--- config.mk ---
export PLATFORM = sky130hd
export DESIGN_NAME = hds_queue
export DESIGN_NICKNAME = d
export VERILOG_FILES = /design/src/rtl/core/hds_pkg.sv /design/src/rtl/core/hds_queue.sv
export SDC_FILE = /design/constraint.sdc
export NUM_CORES = 1
export LEC_CHECK = 0
export BUFFER_PORTS_ARGS = -buffer_cell sky130_fd_sc_hd__buf_2
export CORE_ASPECT_RATIO = 1.1
export CORE_MARGIN = 2
export CORE_UTILIZATION = 50
export CTS_BUF_LIST = sky130_fd_sc_hd__clkbuf_8
export CTS_CLUSTER_DIAMETER = 120
export DETAILED_ROUTE_END_ITERATION = 10
export GPL_ROUTABILITY_DRIVEN = 1
export MAX_ROUTING_LAYER = met4
export PLACE_DENSITY = 0.71
export SLEW_MARGIN = 5
export SYNTH_ARGS = -nofsm -noshare
export SYNTH_HDL_FRONTEND = slang
export SYNTH_SLANG_ARGS = --single-unit
--- constraint.sdc ---
create_clock -name clock -period 5 [get_ports clock]
set_input_delay 0.25 -clock clock [delete_from_list [all_inputs] [get_ports clock]]
set_output_delay 0.25 -clock clock [all_outputs]
set_load 0.03 [all_outputs]
--- src/rtl/core/hds_pkg.sv ---
// shared types, constants and helpers for the heat diffusion stencil step
// no dependencies; every other file except hds_ram refers to this package by scoped names
`timescale 1ns / 1ps

package hds_pkg;

   // fixed field widths
   localparam int VALUE_W    = 32;          // q16.16 temperature
   localparam int FRAC_W     = 16;          // fractional bits of value and coefficient
   localparam int CNT_W      = 10;          // row and column index
   localparam int CFG_DIM_W  = 11;          // grid size register
   localparam int COEF_W     = 15;          // diffusion coefficient register
   localparam int CSR_IDX_W  = 2;

   // grid limits
   localparam int MAX_WIDTH  = 1024;
   localparam int ADDR_W     = $clog2(MAX_WIDTH);
   localparam int GRID_MIN   = 3;
   localparam int GRID_W_MAX = (MAX_WIDTH < 1024) ? MAX_WIDTH : 1024;
   localparam int GRID_H_MAX = 1024;

   // datapath widths
   localparam int SUM_W  = VALUE_W + 3;              // exact five point sum
   localparam int PROD_W = SUM_W + COEF_W + 1;       // sum times zero-extended coeff
   localparam int SAT_W  = SUM_W + 1;                // widest value before saturation
   localparam logic signed [PROD_W-1:0] ROUND_HALF = PROD_W'(2 ** (FRAC_W - 1));

   // reset values of the registers
   localparam logic [CFG_DIM_W-1:0]      RST_GRID_WIDTH  = CFG_DIM_W'(16);
   localparam logic [CFG_DIM_W-1:0]      RST_GRID_HEIGHT = CFG_DIM_W'(16);
   localparam logic [COEF_W-1:0]         RST_COEFF       = COEF_W'(9830);
   localparam logic signed [VALUE_W-1:0] RST_BOTTOM      = VALUE_W'(3276800);

   // result queue between front and back
   localparam int QUEUE_DEPTH = 4;
   localparam int QPTR_W      = $clog2(QUEUE_DEPTH);
   localparam int QCNT_W      = $clog2(QUEUE_DEPTH + 1);

   typedef enum logic [CSR_IDX_W-1:0] {
      CSR_GRID_WIDTH  = 2'd0,
      CSR_GRID_HEIGHT = 2'd1,
      CSR_COEFF       = 2'd2,
      CSR_BOTTOM      = 2'd3
   } csr_index_type;

   // which results a cell produces, in emission order
   localparam int EMIT_W        = 4;
   localparam int EMIT_INT      = 0;   // interior cell above-left
   localparam int EMIT_INT_BOT  = 1;   // row zero copy of that interior cell
   localparam int EMIT_SELF     = 2;   // side column or last row, passed through
   localparam int EMIT_SELF_BOT = 3;   // row zero copy of a row one side cell

   typedef struct packed {
      logic [CFG_DIM_W-1:0]      grid_width;
      logic [CFG_DIM_W-1:0]      grid_height;
      logic [COEF_W-1:0]         diffusion_coeff;
      logic signed [VALUE_W-1:0] bottom_offset;
   } cfg_type;

   typedef struct packed {
      logic [CNT_W-1:0]          row;
      logic [CNT_W-1:0]          col;
      logic signed [VALUE_W-1:0] nv;
      logic signed [VALUE_W-1:0] nv_bot;
      logic signed [VALUE_W-1:0] x;
      logic signed [VALUE_W-1:0] x_bot;
      logic [EMIT_W-1:0]         emit;
   } entry_type;

   // clip a wide signed value to the signed value range
   function automatic logic signed [VALUE_W-1:0] sat_value(input logic signed [SAT_W-1:0] v);
      logic in_range;
      in_range = (&v[SAT_W-1:VALUE_W-1]) || (~|v[SAT_W-1:VALUE_W-1]);
      if (in_range) begin
         return v[VALUE_W-1:0];
      end else if (v[SAT_W-1]) begin
         return {1'b1, {(VALUE_W-1){1'b0}}};
      end else begin
         return {1'b0, {(VALUE_W-1){1'b1}}};
      end
   endfunction

endpackage

--- src/rtl/core/hds_queue.sv ---
// short fifo of classified cells between the front and the back
// depends on hds_pkg
`timescale 1ns / 1ps

module hds_queue (
   input  logic               clock,
   input  logic               reset,
   input  logic               push,
   input  hds_pkg::entry_type push_entry,
   input  logic               pop,
   output hds_pkg::entry_type head,
   output logic               not_empty,
   output logic               full
);

   hds_pkg::entry_type slot_ff [hds_pkg::QUEUE_DEPTH];
   logic [hds_pkg::QPTR_W-1:0] wr_ptr_ff, rd_ptr_ff;
   logic [hds_pkg::QCNT_W-1:0] count_ff, count_in;

   assign head      = slot_ff[rd_ptr_ff];
   assign not_empty = (count_ff != '0);
   assign full      = (count_ff == hds_pkg::QCNT_W'(hds_pkg::QUEUE_DEPTH));

   always_comb begin
      count_in = count_ff;
      if (push && !pop) begin
         count_in = count_ff + 1'b1;
      end else if (pop && !push) begin
         count_in = count_ff - 1'b1;
      end
   end

   always_ff @(posedge clock) begin
      if (reset) begin
         wr_ptr_ff <= '0;
         rd_ptr_ff <= '0;
         count_ff  <= '0;
      end else begin
         count_ff <= count_in;
         if (push) begin
            wr_ptr_ff <= wr_ptr_ff + 1'b1;
         end
         if (pop) begin
            rd_ptr_ff <= rd_ptr_ff + 1'b1;
         end
      end
   end

   always_ff @(posedge clock) begin
      if (push) begin
         slot_ff[wr_ptr_ff] <= push_entry;
      end
   end

endmodule

# --- After elaboration in Yosys (flattened, before gate mapping) ---
# Memory sizes are Yosys's and may differ from the RTL's. A register that Yosys moved wholly into a read port is not among the register bits.
# Index checks and enable logic that the tools add are counted.
totals:
  ff_bits: 7
  mem_bits_rw: 608
  inputBits: 156
  out_inout_bits: 154
  elab_cells: 21
  memories: 1
op_classes:
  add_sub_neg: 4
  eq_ne: 1
  mux: 6
  reduce_logical: 6
mem_list:
  columns: ["memory", "words", "width", "read_ports", "rd_clocked_by_memory_dff", "write_ports", "line_no", "text"]
  rows:
  - ["slot_ff", 4, 152, 1, 1, 1, "hds_queue.sv:16", "hds_pkg::entry_type slot_ff [hds_pkg::QUEUE_DEPTH];"]
ops:
  columns: ["op", "count"]
  rows:
  - ["2-to-1 mux 3 bit", 2]
  - ["adder 2 x 1 -> 2 bit (second input constant)", 2]
  - ["2-to-1 mux 2 bit", 2]
  - ["adder 3 x 1 -> 3 bit (second input constant)", 1]
  - ["== test 3 bit (second input constant)", 1]
  - ["nonzero test 3 bit", 1]
  - ["subtractor 3 x 1 -> 3 bit (second input constant)", 1]
  - ["logical AND 1 bit", 2]
  - ["logical NOT 1 bit", 2]
  - ["2-to-1 mux 1 bit", 2]
  - ["nonzero test 2 bit", 1]

# --- Logic depth before layout (Yosys ltp) ---
logic_depth:
  word_depth: 4
  mapped_depth: 7

# --- Worst setup path after synthesis ---
# Ideal clock, no wire load.
synth_timing:
  path_kind: "register to register"
  start: "register wr_ptr_ff[0] (netlist bit)"
  end: "memory slot_ff[0][0] (netlist bit), enable pin"
  setup_ns: 0.529
  t_arrival_ns: 4.017
  t_required_ns: 4.471
  slack_ns: 0.453
  stages_incl_launch_ff: 4
  n_path_buf: 0
  period_less_slack_ns: 4.547
  cell_sequence: "dfxtp_1 inv_1 ha_1 and2_1"
synth_rtl:
  columns: ["element", "line_no", "text"]
  rows:
  - ["start: declaration", "hds_queue.sv:17", "logic [hds_pkg::QPTR_W-1:0] wr_ptr_ff, rd_ptr_ff;"]
  - ["start signal: assignment", "hds_queue.sv:41", "wr_ptr_ff <= wr_ptr_ff + 1'b1;"]
  - ["end: declaration", "hds_queue.sv:16", null]
# No word-level cell before the write port.

==> run_results.csv <==
group,metric,value,unit
worst_setup_path,critPathKind,"flip-flop to output pin",
logic_synthesis,yosysSeqAreaShare,82.5,%
die,die_w,206,µm
global_route,grt_pass1_vias,11900,
timing,timing.fmax,0.313,GHz
logic_synthesis,ys_types,19,
cts,cts.htree.levels,3,
cts,cts_setup_buffers,0,
finish,final_core_util,62.8,%
finish,stdcell_count,2031,
logic_synthesis,avgSynthCellArea,26.7,µm²
logic_synthesis,synth_most_common_cell,"edfxtp_1",
route,drt_iter0_markers,597,
cts,clock_latency,0.66,ns
global_route,antenna_found_initial,2,
placed_design,gp_congestion,0.730,
route,viasPerCell,5.32,
worst_setup_path,path_max_fanout,63,
worst_setup_path,crit_required,4.75,ns
logic_synthesis,syn-num-nets,1000,
hold_path,min_path_cells,2,
route,detail-route-antenna-nets,0,
global_route,track_usage,19.8,%
global_route,gr-total-overflow,0,
worst_setup_path,r2r_cells,4,
logic_synthesis,synth_area_leaders,"edfxtp_1 (82%), mux4_2 (15%), dfxtp_1 (0.81%), buf_6 (0.50%), buf_2 (0.38%)",
route,routed-via-count,10800,
timing,period_needed,3.20,ns
route,drt-pass1-iter-count,5,
worst_setup_path,rr_startpoint,"wr_ptr_ff[0]",
logic_synthesis,synth_edf_count,608,
cts,cts_tree,"yes",
finish,fillers,2985,
finish,register_area,18400,µm²
hold_path,hold_class,"primary input to flip-flop",
die,die_height,226,µm
global_route,grt_pass1_wl,66300,µm
hold_path,min_from,"push_entry[47]",
outcome,status,"completed",
timing,finalCritPeriodShare,64.0,%
route,routedWlPerCell,21.6,µm
pwr,pwr_density_cell,402,nW/µm²
timing,hold_viol,0,
placed_design,place_inst,1705,
placed_design,port_buffers,309,
cts,cts-root-buf,"clkbuf_8",
worst_setup_path,cp-end-kind,"output pin",
logic_synthesis,ys_ff_latch,617,
die,ioPinCount,310,
logic_synthesis,syn_area,22300,µm²
job,maxCapViolCount,0,
worst_setup_path,worstPathArrival,2.95,ns
logic_synthesis,ys.flop_type,"edfxtp_1",
timing,max_slew.worst_pin.slew,1.02,ns
timing,finalSetupViolations,0,
cts,clk_pin_slew,0.06,ns
timing,setup_tns,0,ns
finish,drive_gt1_share,40.5,%
worst_setup_path,critPathLaunchType,"flip-flop",
placed_design,dp_hpwl,24400,µm
timing,final-max-slew-violation-count,0,
finish,multiInputGateArea,3660,µm²
logic_synthesis,synth_warnings,0,
finish,area_growth,24.5,%
timing,relSlewSlack,31.7,%
cts,clockBufferDepth,3,
logic_synthesis,synthArstFlopShare,0,%
die,placementRows,81,
logic_synthesis,synthCells,838,
pwr,power_leakage,9.54,nW
cts,cts_sinks,617,
die,core_area,44300,µm²
timing,rsz0062_at_grt,"false",
finish,nNetsFinal,1536,
pwr,peakVddDrop,386,µV
route,drt-total-wl,43900,µm
die,die-area,46400,µm²
route,drc,0,
logic_synthesis,synth_common_cells,"edfxtp_1 (608), mux4_2 (152), buf_2 (17)",
cts,numCtsBuffers,92,
die,start_util,50.4,%
logic_synthesis,yosysTopAreaCellShare,81.7,%
logic_synthesis,yosys.area.top_type,"edfxtp_1",
timing,skew,0.0175,ns
global_route,grt_max_degree,95,
==> routing by layer <==
metal / GRT usage [%] / share of wire (%) / vias up
met4: 7.80 / 2.5 / 0
li1: - / - / 4721
met3: 5.60 / 7.6 / 77
met5: - / 0 / -
met2: 31.0 / 49 / 384
met1: 24.6 / 40 / 5625
==> flip-flops by register name, indices dropped and copies added, names as in the netlist, named ones only <==
signal     flops
slot_ff      608
count_ff       3
rd_ptr_ff      2
wr_ptr_ff      2
==> kinds of logic (layout without fill, tap and decap cells) <==
logic type	count (synthesis)	count (layout)	share of synthesized area, %
simple gates	15	15	0.336
mux	154	154	15.4
buf+inv	39	649	1.09
fa+ha+maj	6	6	0.370
flops	617	617	82.5
compound gates	2	2	0.0448
xor+xnor	5	5	0.196
other cells	0	2	0
==> per-stage QoR <==
| step | power (mW) | hold WS, ns | instance area, µm² | setup slack (ns) |
|---|---|---|---|---|
| finish | 11.2 | 0.322 | 27800 | 1.80 |
| floorplan | 7.07 | 0.349 | 22300 | 0.453 |
| detailed placement | 7.50 | 0.467 | 24600 | 2.38 |
| global route | 11.6 | 0.292 | 27800 | 1.54 |
| CTS | 11.3 | 0.251 | 27800 | 1.62 |
| global placement | 7.47 | 0.461 | 24600 | 2.39 |
==> worst max-delay path, stage by stage (launching register included) <==
cell and delay, ns:
dfxtp_4 0.90, buf_12 0.49, mux4_2 0.60, buf_2 0.20
==> final timing paths <==
path / slack [ns] / end
max: 1.80 / head[93]
min: 0.32 / slot_ff[3][47]
max reg2reg: 2.65 / slot_ff[0][107]
min reg2reg: 0.51 / count_ff[2]
==> cells in the final DEF (no fill, tap or decap), types with 7 or more instances in the layout <==
cell           count
edfxtp_1         608
buf_2            309
dlygate4sd3_1    156
mux4_2           152
clkbuf_8          95
inv_1             35
clkinv_1          29
nor2_1             7
clkinv_2           7
dfxtp_1            7
buf_12             7
==> final cells by class <==
type	instances	share of cell area [%]
Antenna cell	2	0.0180
Clock buffer	95	4.70
Clock inverter	73	1.27
Inverter	4	0.0540
Multi-Input combinational cell	182	13.2
Sequential cell	617	66.3
Tap cell	581	2.61
Timing Repair Buffer	477	11.8
==> report_power, final <==
part	switching, mW	internal [mW]
Combinational	0.877	0.562
Clock	1.82	1.86
Sequential	0.0932	5.95
==> what timing repair did <==
action | in CTS | in global routing
resized for setup | 0 | 0
endpoints found under the hold margin | 617 | 0
hold buffers | 156 | 0
Power figures use the tool's default switching activity.
