<file path="config.mk">
export PLATFORM = sky130hd
export DESIGN_NAME = hds_back
export DESIGN_NICKNAME = d
export VERILOG_FILES = /design/src/rtl/core/hds_pkg.sv /design/src/rtl/core/hds_back.sv
export SDC_FILE = /design/constraint.sdc
export NUM_CORES = 1
export LEC_CHECK = 0
export BUFFER_PORTS_ARGS = -buffer_cell sky130_fd_sc_hd__buf_4
export CORE_AREA = 2 2 137 139
export DETAILED_ROUTE_END_ITERATION = 16
export DIE_AREA = 0 0 139 141
export PLACE_DENSITY = 0.89
export SLEW_MARGIN = 20
export SYNTH_ARGS = -nofsm -noshare
export SYNTH_HDL_FRONTEND = slang
export SYNTH_SLANG_ARGS = --single-unit
</file>
<file path="constraint.sdc">
create_clock -name clock -period 11.45 [get_ports clock]
set_clock_uncertainty 0.15 [all_clocks]
set_input_delay 1.145 -clock clock [delete_from_list [all_inputs] [get_ports clock]]
set_output_delay 1.145 -clock clock [all_outputs]
set_load 0.1 [all_outputs]
</file>
<file path="src/rtl/core/hds_pkg.sv">
// shared types, constants and helpers for the heat diffusion stencil step
// no dependencies; every other file except hds_ram refers to this package by scoped names
`timescale 1ns / 1ps

package hds_pkg;

   // fixed field widths
   localparam int VALUE_W    = 32;          // q16.16 temperature
   localparam int FRAC_W     = 16;          // fractional bits of value and coefficient
   localparam int CNT_W      = 10;          // row and column index
   localparam int CFG_DIM_W  = 11;          // grid size register
   localparam int COEF_W     = 15;          // diffusion coefficient register
   localparam int CSR_IDX_W  = 2;

   // grid limits
   localparam int MAX_WIDTH  = 1024;
   localparam int ADDR_W     = $clog2(MAX_WIDTH);
   localparam int GRID_MIN   = 3;
   localparam int GRID_W_MAX = (MAX_WIDTH < 1024) ? MAX_WIDTH : 1024;
   localparam int GRID_H_MAX = 1024;

   // datapath widths
   localparam int SUM_W  = VALUE_W + 3;              // exact five point sum
   localparam int PROD_W = SUM_W + COEF_W + 1;       // sum times zero-extended coeff
   localparam int SAT_W  = SUM_W + 1;                // widest value before saturation
   localparam logic signed [PROD_W-1:0] ROUND_HALF = PROD_W'(2 ** (FRAC_W - 1));

   // reset values of the registers
   localparam logic [CFG_DIM_W-1:0]      RST_GRID_WIDTH  = CFG_DIM_W'(16);
   localparam logic [CFG_DIM_W-1:0]      RST_GRID_HEIGHT = CFG_DIM_W'(16);
   localparam logic [COEF_W-1:0]         RST_COEFF       = COEF_W'(9830);
   localparam logic signed [VALUE_W-1:0] RST_BOTTOM      = VALUE_W'(3276800);

   // result queue between front and back
   localparam int QUEUE_DEPTH = 4;
   localparam int QPTR_W      = $clog2(QUEUE_DEPTH);
   localparam int QCNT_W      = $clog2(QUEUE_DEPTH + 1);

   typedef enum logic [CSR_IDX_W-1:0] {
      CSR_GRID_WIDTH  = 2'd0,
      CSR_GRID_HEIGHT = 2'd1,
      CSR_COEFF       = 2'd2,
      CSR_BOTTOM      = 2'd3
   } csr_index_type;

   // which results a cell produces, in emission order
   localparam int EMIT_W        = 4;
   localparam int EMIT_INT      = 0;   // interior cell above-left
   localparam int EMIT_INT_BOT  = 1;   // row zero copy of that interior cell
   localparam int EMIT_SELF     = 2;   // side column or last row, passed through
   localparam int EMIT_SELF_BOT = 3;   // row zero copy of a row one side cell

   typedef struct packed {
      logic [CFG_DIM_W-1:0]      grid_width;
      logic [CFG_DIM_W-1:0]      grid_height;
      logic [COEF_W-1:0]         diffusion_coeff;
      logic signed [VALUE_W-1:0] bottom_offset;
   } cfg_type;

   typedef struct packed {
      logic [CNT_W-1:0]          row;
      logic [CNT_W-1:0]          col;
      logic signed [VALUE_W-1:0] nv;
      logic signed [VALUE_W-1:0] nv_bot;
      logic signed [VALUE_W-1:0] x;
      logic signed [VALUE_W-1:0] x_bot;
      logic [EMIT_W-1:0]         emit;
   } entry_type;

   // clip a wide signed value to the signed value range
   function automatic logic signed [VALUE_W-1:0] sat_value(input logic signed [SAT_W-1:0] v);
      logic in_range;
      in_range = (&v[SAT_W-1:VALUE_W-1]) || (~|v[SAT_W-1:VALUE_W-1]);
      if (in_range) begin
         return v[VALUE_W-1:0];
      end else if (v[SAT_W-1]) begin
         return {1'b1, {(VALUE_W-1){1'b0}}};
      end else begin
         return {1'b0, {(VALUE_W-1){1'b1}}};
      end
   endfunction

endpackage

</file>
<file path="src/rtl/core/hds_back.sv">
// back part: queued cells become results in the output register, one per cycle unless stalled
// depends on hds_pkg
`timescale 1ns / 1ps

module hds_back (
   input  logic                               clock,
   input  logic                               reset,
   input  hds_pkg::entry_type                 head,
   input  logic                               head_valid,
   output logic                               pop,
   output logic                               rsp_valid,
   input  logic                               rsp_ready,
   output logic [hds_pkg::CNT_W-1:0]          rsp_out_row,
   output logic [hds_pkg::CNT_W-1:0]          rsp_out_col,
   output logic signed [hds_pkg::VALUE_W-1:0] rsp_new_value,
   output logic                               rsp_last
);

   // cell being expanded and the results it still owes
   hds_pkg::entry_type         cur_ff;
   logic [hds_pkg::EMIT_W-1:0] cur_pend_ff, cur_pend_in;

   hds_pkg::entry_type         src;
   logic [hds_pkg::EMIT_W-1:0] src_pend;
   logic                       src_avail, load;

   logic                               rsp_valid_ff, rsp_valid_in;
   logic [hds_pkg::CNT_W-1:0]          row_ff, row_in;
   logic [hds_pkg::CNT_W-1:0]          col_ff, col_in;
   logic signed [hds_pkg::VALUE_W-1:0] value_ff, value_in;
   logic                               last_ff, last_in;

   always_comb begin
      if (cur_pend_ff != '0) begin
         src      = cur_ff;
         src_pend = cur_pend_ff;
      end else begin
         src      = head;
         src_pend = head.emit;
      end
      src_avail = (cur_pend_ff != '0) || head_valid;
      load      = src_avail && (!rsp_valid_ff || rsp_ready);
      pop       = load && (cur_pend_ff == '0);

      // first owed result in emission order
      cur_pend_in = src_pend;
      row_in      = src.row;
      col_in      = src.col;
      value_in    = src.x;
      if (src_pend[hds_pkg::EMIT_INT]) begin
         row_in   = src.row - 1'b1;
         col_in   = src.col - 1'b1;
         value_in = src.nv;
         cur_pend_in[hds_pkg::EMIT_INT] = 1'b0;
      end else if (src_pend[hds_pkg::EMIT_INT_BOT]) begin
         row_in   = '0;
         col_in   = src.col - 1'b1;
         value_in = src.nv_bot;
         cur_pend_in[hds_pkg::EMIT_INT_BOT] = 1'b0;
      end else if (src_pend[hds_pkg::EMIT_SELF]) begin
         cur_pend_in[hds_pkg::EMIT_SELF] = 1'b0;
      end else begin
         row_in   = '0;
         value_in = src.x_bot;
         cur_pend_in[hds_pkg::EMIT_SELF_BOT] = 1'b0;
      end
      last_in = (cur_pend_in == '0);

      if (load) begin
         rsp_valid_in = 1'b1;
      end else if (rsp_ready) begin
         rsp_valid_in = 1'b0;
      end else begin
         rsp_valid_in = rsp_valid_ff;
      end
   end

   always_ff @(posedge clock) begin
      if (reset) begin
         cur_pend_ff  <= '0;
         rsp_valid_ff <= 1'b0;
      end else begin
         rsp_valid_ff <= rsp_valid_in;
         if (load) begin
            cur_pend_ff <= cur_pend_in;
         end
      end
   end

   always_ff @(posedge clock) begin
      if (load) begin
         cur_ff   <= src;
         row_ff   <= row_in;
         col_ff   <= col_in;
         value_ff <= value_in;
         last_ff  <= last_in;
      end
   end

   assign rsp_valid     = rsp_valid_ff;
   assign rsp_out_row   = row_ff;
   assign rsp_out_col   = col_ff;
   assign rsp_new_value = value_ff;
   assign rsp_last      = last_ff;

endmodule

</file>
# [Yosys cells after proc, flatten, opt, wreduce, memory -nomap -nowiden]
# Index checks and enable logic that the tools add are counted.
[op_classes] addsub=2 n_mul=0 div_mod_pow=0 order_cmp=0 eq_ne=0 n_shift=0 mux=15 n_bitwise=1 n_reduce_logical=10
[op_table] op="$mux 152" n=1
[op_table] op="$mux 32" n=3
[op_table] op="$mux 10" n=5
[op_table] op="$sub 10x1->10 const B" n=2
[op_table] op="$logic_not 4->1" n=2
[op_table] op="$mux 4" n=1
[op_table] op="$reduce_bool 4->1" n=1
[op_table] op="$mux 1" n=3
[op_table] op="$mux 3" n=1
[op_table] op="$logic_and 1x1->1" n=2
[op_table] op="$logic_or 1x1->1" n=2
[op_table] op="$mux 2" n=1
[op_table] op="$reduce_and 2->1" n=1
[op_table] op="$reduce_bool 2->1" n=1
[op_table] op="$logic_not 1->1" n=1
[op_table] op="$not 1->1" n=1
[word_totals] reg_bits=209 latchBits=0 ram_bits=0 rom_bits=0 in_bits=156 output_inout_bits=55 wordCells=41 memories=0

# [Depth between registers and ports, before layout]
# Gate-level depths: netlist of run 1.
[depth] word_depth=6 ltp_mapped=9 depth_no_buf=7

# [Worst setup path after synthesis of run 1]
# Ideal clock, no wire load.
[synth_path] path_kind="input to register" start="input rsp_ready" end="register cur_pend_ff[1] in the netlist's numbering" setup_time_ns=0.125 arrival_time_ns=5.281 required_time_ns=11.175 setup_slack_ns=5.894 cell_stages=5 n_path_buf=0 path_cell_list="nand2b_1 o21ai_1 inv_1 a31oi_1 a211oi_1"
[synth_between] elab_chain_len=2
[synth_rtl] element="from (decl)" line_no="hds_back.sv:12" source="input logic rsp_ready,"
[synth_rtl] element="$logic_or 1x1->1" line_no="hds_back.sv:42" source="load = src_avail && (!rsp_valid_ff || rsp_ready);"
[synth_rtl] element="$logic_and 1x1->1" line_no="hds_back.sv:42"
[synth_rtl] element="via load" line_no="hds_back.sv:25" source="logic src_avail, load;"
[synth_rtl] element="to (signal assigned)" line_no="hds_back.sv:85" source="cur_pend_ff <= cur_pend_in;"
[synth_rtl] element="to (decl)" line_no="hds_back.sv:21" source="logic [hds_pkg::EMIT_W-1:0] cur_pend_ff, cur_pend_in;"
# The timed path passes the listed nets, and every way through them passes these cells.
# A chain may end at the register's enable or synchronous reset.

# [Worst setup path in the final report of run 1]
[layout_path] start="register cur_pend_ff[2] in the netlist's numbering" end="output pop"
[layout_between] elab_chain_len=4 word_cells_on_any_way=5 cone_classes="reduce/logical (5)"
[layout_rtl] element="$reduce_bool 4->1" line_no="hds_back.sv:41" source="src_avail = (cur_pend_ff != '0) || head_valid;"
[layout_rtl] element="$logic_or 1x1->1" line_no="hds_back.sv:41"
[layout_rtl] element="$logic_and 1x1->1" line_no="hds_back.sv:42"
[layout_rtl] element="$logic_and 1x1->1 (*)" line_no="hds_back.sv:43" source="pop = load && (cur_pend_ff == '0);"
[layout_rtl] element="to (decl)" line_no="hds_back.sv:10" source="output logic pop,"
# Every way passes the cells marked *; elsewhere a longest branch is shown, timed or not.

==> flow_metrics.env, run 1 <==
export IMPL_status="finished, final reports clean"
export IMPL_path_class="reg -> out"
export IMPL_postCtsResizedCells=0
export IMPL_path_max_fanout=47
export IMPL_nets=1350
export IMPL_start_kind="flop"
export IMPL_cts_tree="done"
export IMPL_yosysWarnings=0
export IMPL_power_leakage_nw=5.10
export IMPL_clock_sinks=173
export IMPL_clk_latency_ps=420
export IMPL_synth_seq_area_share=0.526
export IMPL_worstPathCellList="or3_4 -> o21ai_1 -> nor2_1 -> buf_4"
export IMPL_place_ws_ps=7250
export IMPL_crit_cells=4
export IMPL_syn_inst=1035
export IMPL_synth_nets=1192
export IMPL_io_pin_count=211
export IMPL_clockBufferDepth=2
export IMPL_synthDistinctLibCells=53
export IMPL_hpwl_mm=16.0
export IMPL_synth_flop_cell="edfxtp_1"
export IMPL_setup_violations=0
export IMPL_yosysTopAreaCellShare=0.518
export IMPL_cts_root_buf="clkbuf_16"
export IMPL_synthArstFlopShare=0
export IMPL_drv_cap=0
export IMPL_grt_pass1_wl_mm=40.4
export IMPL_drt_wl_total_mm=26.1
export IMPL_critical_path_arrival_ps=2840
export IMPL_finalHoldViolCount=0
export IMPL_yosysTopAreaCell="edfxtp_1"
export IMPL_die_area_mm2=0.0196
export IMPL_grt_max_degree=91
export IMPL_synth_area_mm2=0.00980
export IMPL_syn_to_final_growth_pct=22.1
export IMPL_cts_hold_fix_buffers=0
export IMPL_crit_family="flip-flops"
export IMPL_antenna_found_initial=0
export IMPL_synth_edf_count=169
export IMPL_holdPathStages=2
export IMPL_power_density_mw_per_mm2=243
export IMPL_drt_iter0_drc=818
export IMPL_first_pass_iters=5
export IMPL_reg2reg_depth=6
export IMPL_coreArea_mm2=0.0183
export IMPL_n_antenna_cell=0
export IMPL_htree_levels=4
export IMPL_ir_worst_vdd_uv=180
export IMPL_grt_use_total=0.258
export IMPL_clk_pin_slew_ps=60
export IMPL_wl_per_cell_um=18.1
export IMPL_dieHeight_um=141
export IMPL_fin_tns_setup_ps=0
export IMPL_start_util=0.537
export IMPL_hold_path_class="reg -> reg"
export IMPL_fin_crit_sh=0.361
export IMPL_drv_slew=0
export IMPL_yosysMostFrequentCell="nand2_1"
export IMPL_postCtsSetupBuffers=0
export IMPL_synth_area_leaders="edfxtp_1 (52%), nand2_1 (13%), mux2i_1 (4.3%)"
export IMPL_via_count=8640
export IMPL_portBuffers=210
export IMPL_fin_crit_ps=4130
export IMPL_tightestPinTransition_ps=1120
export IMPL_fin_util=0.656
export IMPL_grt_pass1_vias=8169
export IMPL_grt_remaining_overflow=0
export IMPL_yosys_register_bits=173
export IMPL_numCtsBuffers=17
export IMPL_drc=0
export IMPL_vias_per_cell=6.00
export IMPL_ant_nets=0
export IMPL_setup_slack_ps=7320
export IMPL_ys_top_cells_by_count="nand2_1 (341), edfxtp_1 (169), nor2_1 (76)"
export IMPL_fp_dieW_um=139
export IMPL_cp_end_kind="primary output"
export IMPL_rows=50
export IMPL_place_gp_congestion=0.858
export IMPL_avgSynthCellArea_um2=9.47
export IMPL_relSlewSlack=0.248
export IMPL_slowest_delay_ps=950
export IMPL_crit_required_ps=10160
export IMPL_drive_above_1_share=0.217
export IMPL_p_total_mw=2.91
export IMPL_cp_slowest_cell="dfxtp_2"
export IMPL_worst_path_buf_inv=1
export IMPL_rsz0062_at_grt="false"
export IMPL_fmax_mhz=242
layout make-up:
type	count	area (um2)
clock inverters	13	148
multi-input cells	772	4260
well taps	234	293
repair buffers	216	1630
inverters	13	53.8
clock buffers	19	433
fillers	1485	6290
flip-flops and latches	173	5160
cell usage in the layout, fill, tap and decap left out, types with 3 or more instances in the layout:
master | Yosys | layout
a211oi_1 | 33 | 33
a21oi_1 | 6 | 6
a22o_1 | 32 | 32
a311oi_1 | 32 | 32
buf_4 | 1 | 215
bufinv_16 | 0 | 3
clkbuf_16 | 0 | 17
clkinv_1 | 0 | 4
edfxtp_1 | 169 | 169
inv_1 | 13 | 11
mux2_2 | 3 | 3
mux2i_1 | 42 | 42
nand2_1 | 341 | 341
nand2b_1 | 3 | 3
nand3_1 | 3 | 3
nor2_1 | 76 | 76
nor2b_1 | 65 | 64
nor3_1 | 5 | 5
nor4_1 | 5 | 5
o21a_1 | 3 | 3
o21ai_0 | 38 | 38
o21ai_1 | 5 | 5
o22ai_1 | 37 | 37
xnor2_1 | 10 | 10
worst register-to-register path: cells and delay by family, from the launching register on:
kind / cells / cell delay [ps]
DFF: 1 / 950
and+or+nand+nor: 1 / 670
AOI/OAI and AO/OA: 3 / 740
buffers and inverters: 2 / 1300
final timing paths:
check / startpoint / to / slack (ps)
setup / recovery: cur_pend_ff[2] / pop / 7320
hold / removal: rsp_valid / rsp_valid / 380
setup reg to reg: cur_pend_ff[2] / cur_pend_ff[1] / 7540
hold reg to reg: rsp_valid / rsp_valid / 380
report_power, final:
part           internal [mW]  leakage, nW  switching [mW]  total, mW
combinational          0.326         3.11           0.906       1.23
sequential             0.979         1.72           0.111       1.09
clock                  0.340        0.277           0.244      0.584
kinds of logic after synthesis:
family                   count (synthesis)  share of synthesized area
AND/OR/NAND/NOR                        509                      0.221
AO/OA/AOI/OAI                          201                      0.149
flip-flops                             173                      0.526
buffers and inverters                   90                     0.0403
multiplexers                            48                     0.0508
XOR/XNOR                                12                     0.0107
adder cells (fa/ha/maj)                  2                    0.00230
state kept, by name, indices dropped and copies added, names as in the netlist:
register and cells:
cur_pend_ff 3, rsp_out_col 10, cur_ff 116, rsp_out_row 10, rsp_last 1, rsp_new_value 32
rsp_valid 1
per-layer routing:
layer	part of all wire	GRT usage	up-vias
met5	0	0	-
met3	0.093	0.0530	62
li1	-	-	4014
met2	0.49	0.433	494
met1	0.39	0.329	4070
met4	0.028	0.108	0
stage by stage:
| stage | hold slack [ps] | instances | cell area (um2) |
|---|---|---|---|
| CTS | 378 | 1440 | 12000 |
| global route | 406 | 1440 | 12000 |
| detailed placement | 369 | 1408 | 11400 |
| finish | 385 | 1440 | 12000 |
| global placement | 360 | 1408 | 11400 |
| floorplan | 367 | 1035 | 9800 |
Note: power is estimated with default switching activity, not from simulation.
==> inputs of run 2 (changes only) <==
- ABC_AREA: unset -> 1
- CORE_AREA: 2 2 137 139 -> 2 2 131 133
- DIE_AREA: 0 0 139 141 -> 0 0 133 135
- clock period: 11.45 -> 4.05 ns (I/O delays scaled with it)
==> flow_metrics.env, run 2 <==
export IMPL_status="finished, final reports clean"
export IMPL_synth_edf_count=169
export IMPL_start_kind="flop"
export IMPL_synth_area_mm2=0.00868
export IMPL_grt_max_degree=99
export IMPL_via_count=7232
export IMPL_dieHeight_um=135
export IMPL_yosys_register_bits=173
export IMPL_largest_reg_flops=116
export IMPL_final_common_cell="nand2_1"
export IMPL_fin_crit_sh=0.794
export IMPL_cp_end_kind="primary output"
export IMPL_drive_above_1_share=0.293
export IMPL_stdcell_count=1354
export IMPL_fp_dieW_um=133
export IMPL_yosysTopAreaCellShare=0.585
export IMPL_yosysWarnings=0
export IMPL_io_pin_count=211
export IMPL_fmax_mhz=311
export IMPL_holdPathStages=3
export IMPL_path_class="reg -> out"
export IMPL_numCtsBuffers=17
export IMPL_synth_area_leaders="edfxtp_1 (58%), nand2_1 (11%), inv_1 (5.0%)"
export IMPL_clock_sinks=173
export IMPL_cts_tree="done"
export IMPL_ys_top_cells_by_count="nand2_1 (247), edfxtp_1 (169), inv_1 (116)"
export IMPL_ant_nets=0
export IMPL_tightestPinTransition_ps=835
export IMPL_clk_latency_ps=420
export IMPL_rows=47
export IMPL_synthArstFlopShare=0
export IMPL_crit_required_ps=3490
export IMPL_nets=1278
export IMPL_drv_cap=0
export IMPL_hold_path_class="in -> reg"
export IMPL_relSlewSlack=0.443
export IMPL_vias_per_cell=5.34
export IMPL_wl_per_cell_um=16.4
export IMPL_clk_pin_slew_ps=70
export IMPL_drc=0
export IMPL_regArea_mm2=0.00516
export IMPL_synth_seq_area_share=0.594
export IMPL_cts_root_buf="clkbuf_16"
export IMPL_start_util=0.529
export IMPL_grt_remaining_overflow=0
export IMPL_coreArea_mm2=0.0164
export IMPL_synthDistinctLibCells=33
export IMPL_hold_path_end="cur_ff[69]"
export IMPL_place_inst=1321
export IMPL_setup_violations=0
export IMPL_drt_iter0_drc=785
export IMPL_postCtsSetupBuffers=0
export IMPL_synth_nets=1087
export IMPL_n_antenna_cell=0
export IMPL_yosysTopAreaCell="edfxtp_1"
export IMPL_reg2reg_depth=10
export IMPL_rsz0062_at_grt="false"
export IMPL_multi_input_area_mm2=0.00283
export IMPL_die_area_mm2=0.0180
export IMPL_grt_pass1_vias=6911
export IMPL_path_max_fanout=67
export IMPL_yosysMostFrequentCell="nand2_1"
export IMPL_grt_pass1_wl_mm=34.3
export IMPL_hold_start="head[69]"
export IMPL_synth_flop_cell="edfxtp_1"
export IMPL_fin_crit_ps=3220
export IMPL_antenna_found_initial=0
export IMPL_htree_levels=4
export IMPL_final_cell_mix="nand2_1 (247), buf_4 (216), edfxtp_1 (169), inv_1 (115), a21oi_1 (69)"
export IMPL_first_pass_iters=6
export IMPL_place_gp_congestion=0.868
export IMPL_grt_use_total=0.245
export IMPL_critical_path_arrival_ps=2660
export IMPL_fin_tns_setup_ps=0
export IMPL_clockBufferDepth=2
export IMPL_finalHoldViolCount=0
export IMPL_syn_inst=930
export IMPL_portBuffers=210
export IMPL_hpwl_mm=14.5
export IMPL_top_register="cur_ff"
export IMPL_fillers=1260
export IMPL_reg2reg_slack_ps=950
export IMPL_syn_to_final_growth_pct=25.9
export IMPL_drt_wl_total_mm=22.2
export IMPL_r2r_start="cur_pend_ff[1]"
export IMPL_drv_slew=0
export IMPL_reg2reg_to="rsp_out_col[8]"
export IMPL_avgSynthCellArea_um2=9.33
[run 2: cell count changes after synthesis, sizes merged, moves of 21 or more]
cell / delta
inv: +105
nand2: -88
nor2b: -65
or2: +64
a21oi: +63
nand3: +44
mux2i: -43
o21ai: +39
o22ai: -35
a211oi: -33
a22o: -32
a311oi: -32
nor2: -21
[run 2: cell families after synthesis]
| family | Yosys count | synth area share |
|---|---|---|
| fa+ha+maj | 1 | 0.00144 |
| compound gates | 155 | 0.0942 |
| simple gates | 433 | 0.226 |
| xor+xnor | 3 | 0.00303 |
| buf+inv | 165 | 0.0812 |
| flops | 173 | 0.594 |
[run 2: area by class of cell]
class	instances	share of cell area
inverter	118	0.0409
clock buffer	22	0.0407
clock inverter	10	0.00905
multi-input combinational	592	0.259
sequential	173	0.472
tap	220	0.0252
timing repair buffer	219	0.153
[run 2: critical path, stage by stage, from the launching register on]
cell and delay [ps]:
dfxtp_1 330, inv_1 190, nand2_4 570, buf_4 670
nor2_1 130, buf_4 270
[run 2: metrics by stage]
step                worst slack (ps)  hold WS [ps]  utilization  cell area (um2)
finish                           833           125        0.666            10900
global route                     643           131        0.666            10900
CTS                              843           113        0.666            10900
detailed placement               952           376        0.632            10400
global placement                1040           360        0.632            10400
floorplan                       36.9           314            -             8690
[run 2: worst max path at each step]
stage / start / slack, ps / cells past startpoint / to
5_1_grt: cur_pend_ff[1] / 640 / 5 / pop
6_report: cur_pend_ff[1] / 830 / 5 / pop
4_1_cts: cur_pend_ff[1] / 840 / 5 / pop
3_3_place_gp: cur_pend_ff[3] / 1040 / 10 / rsp_out_col[9]
3_5_place_dp: cur_pend_ff[1] / 950 / 10 / rsp_out_col[9]
2_1_floorplan: cur_pend_ff[3] / 40 / 5 / cur_ff[10]
[run 2: repair_timing]
action	CTS	global route
endpoints found under the hold margin	1	0
gates resized for setup	0	0
hold buffers	1	0
[run 2: routing by layer]
layer  part of all wire  global-route usage  wire, um  vias to the layer above
met2               0.49               0.407     10900                      352
met5                  0                   0         0                        -
li1                   -                   -         -                     3441
met3              0.083              0.0458      1840                       38
met4              0.023              0.0926       518                        0
met1               0.40               0.324      8940                     3401
Power of run 2 is not shown: default switching activity piles up to over one toggle a cycle in this logic, so the estimate is an artifact.
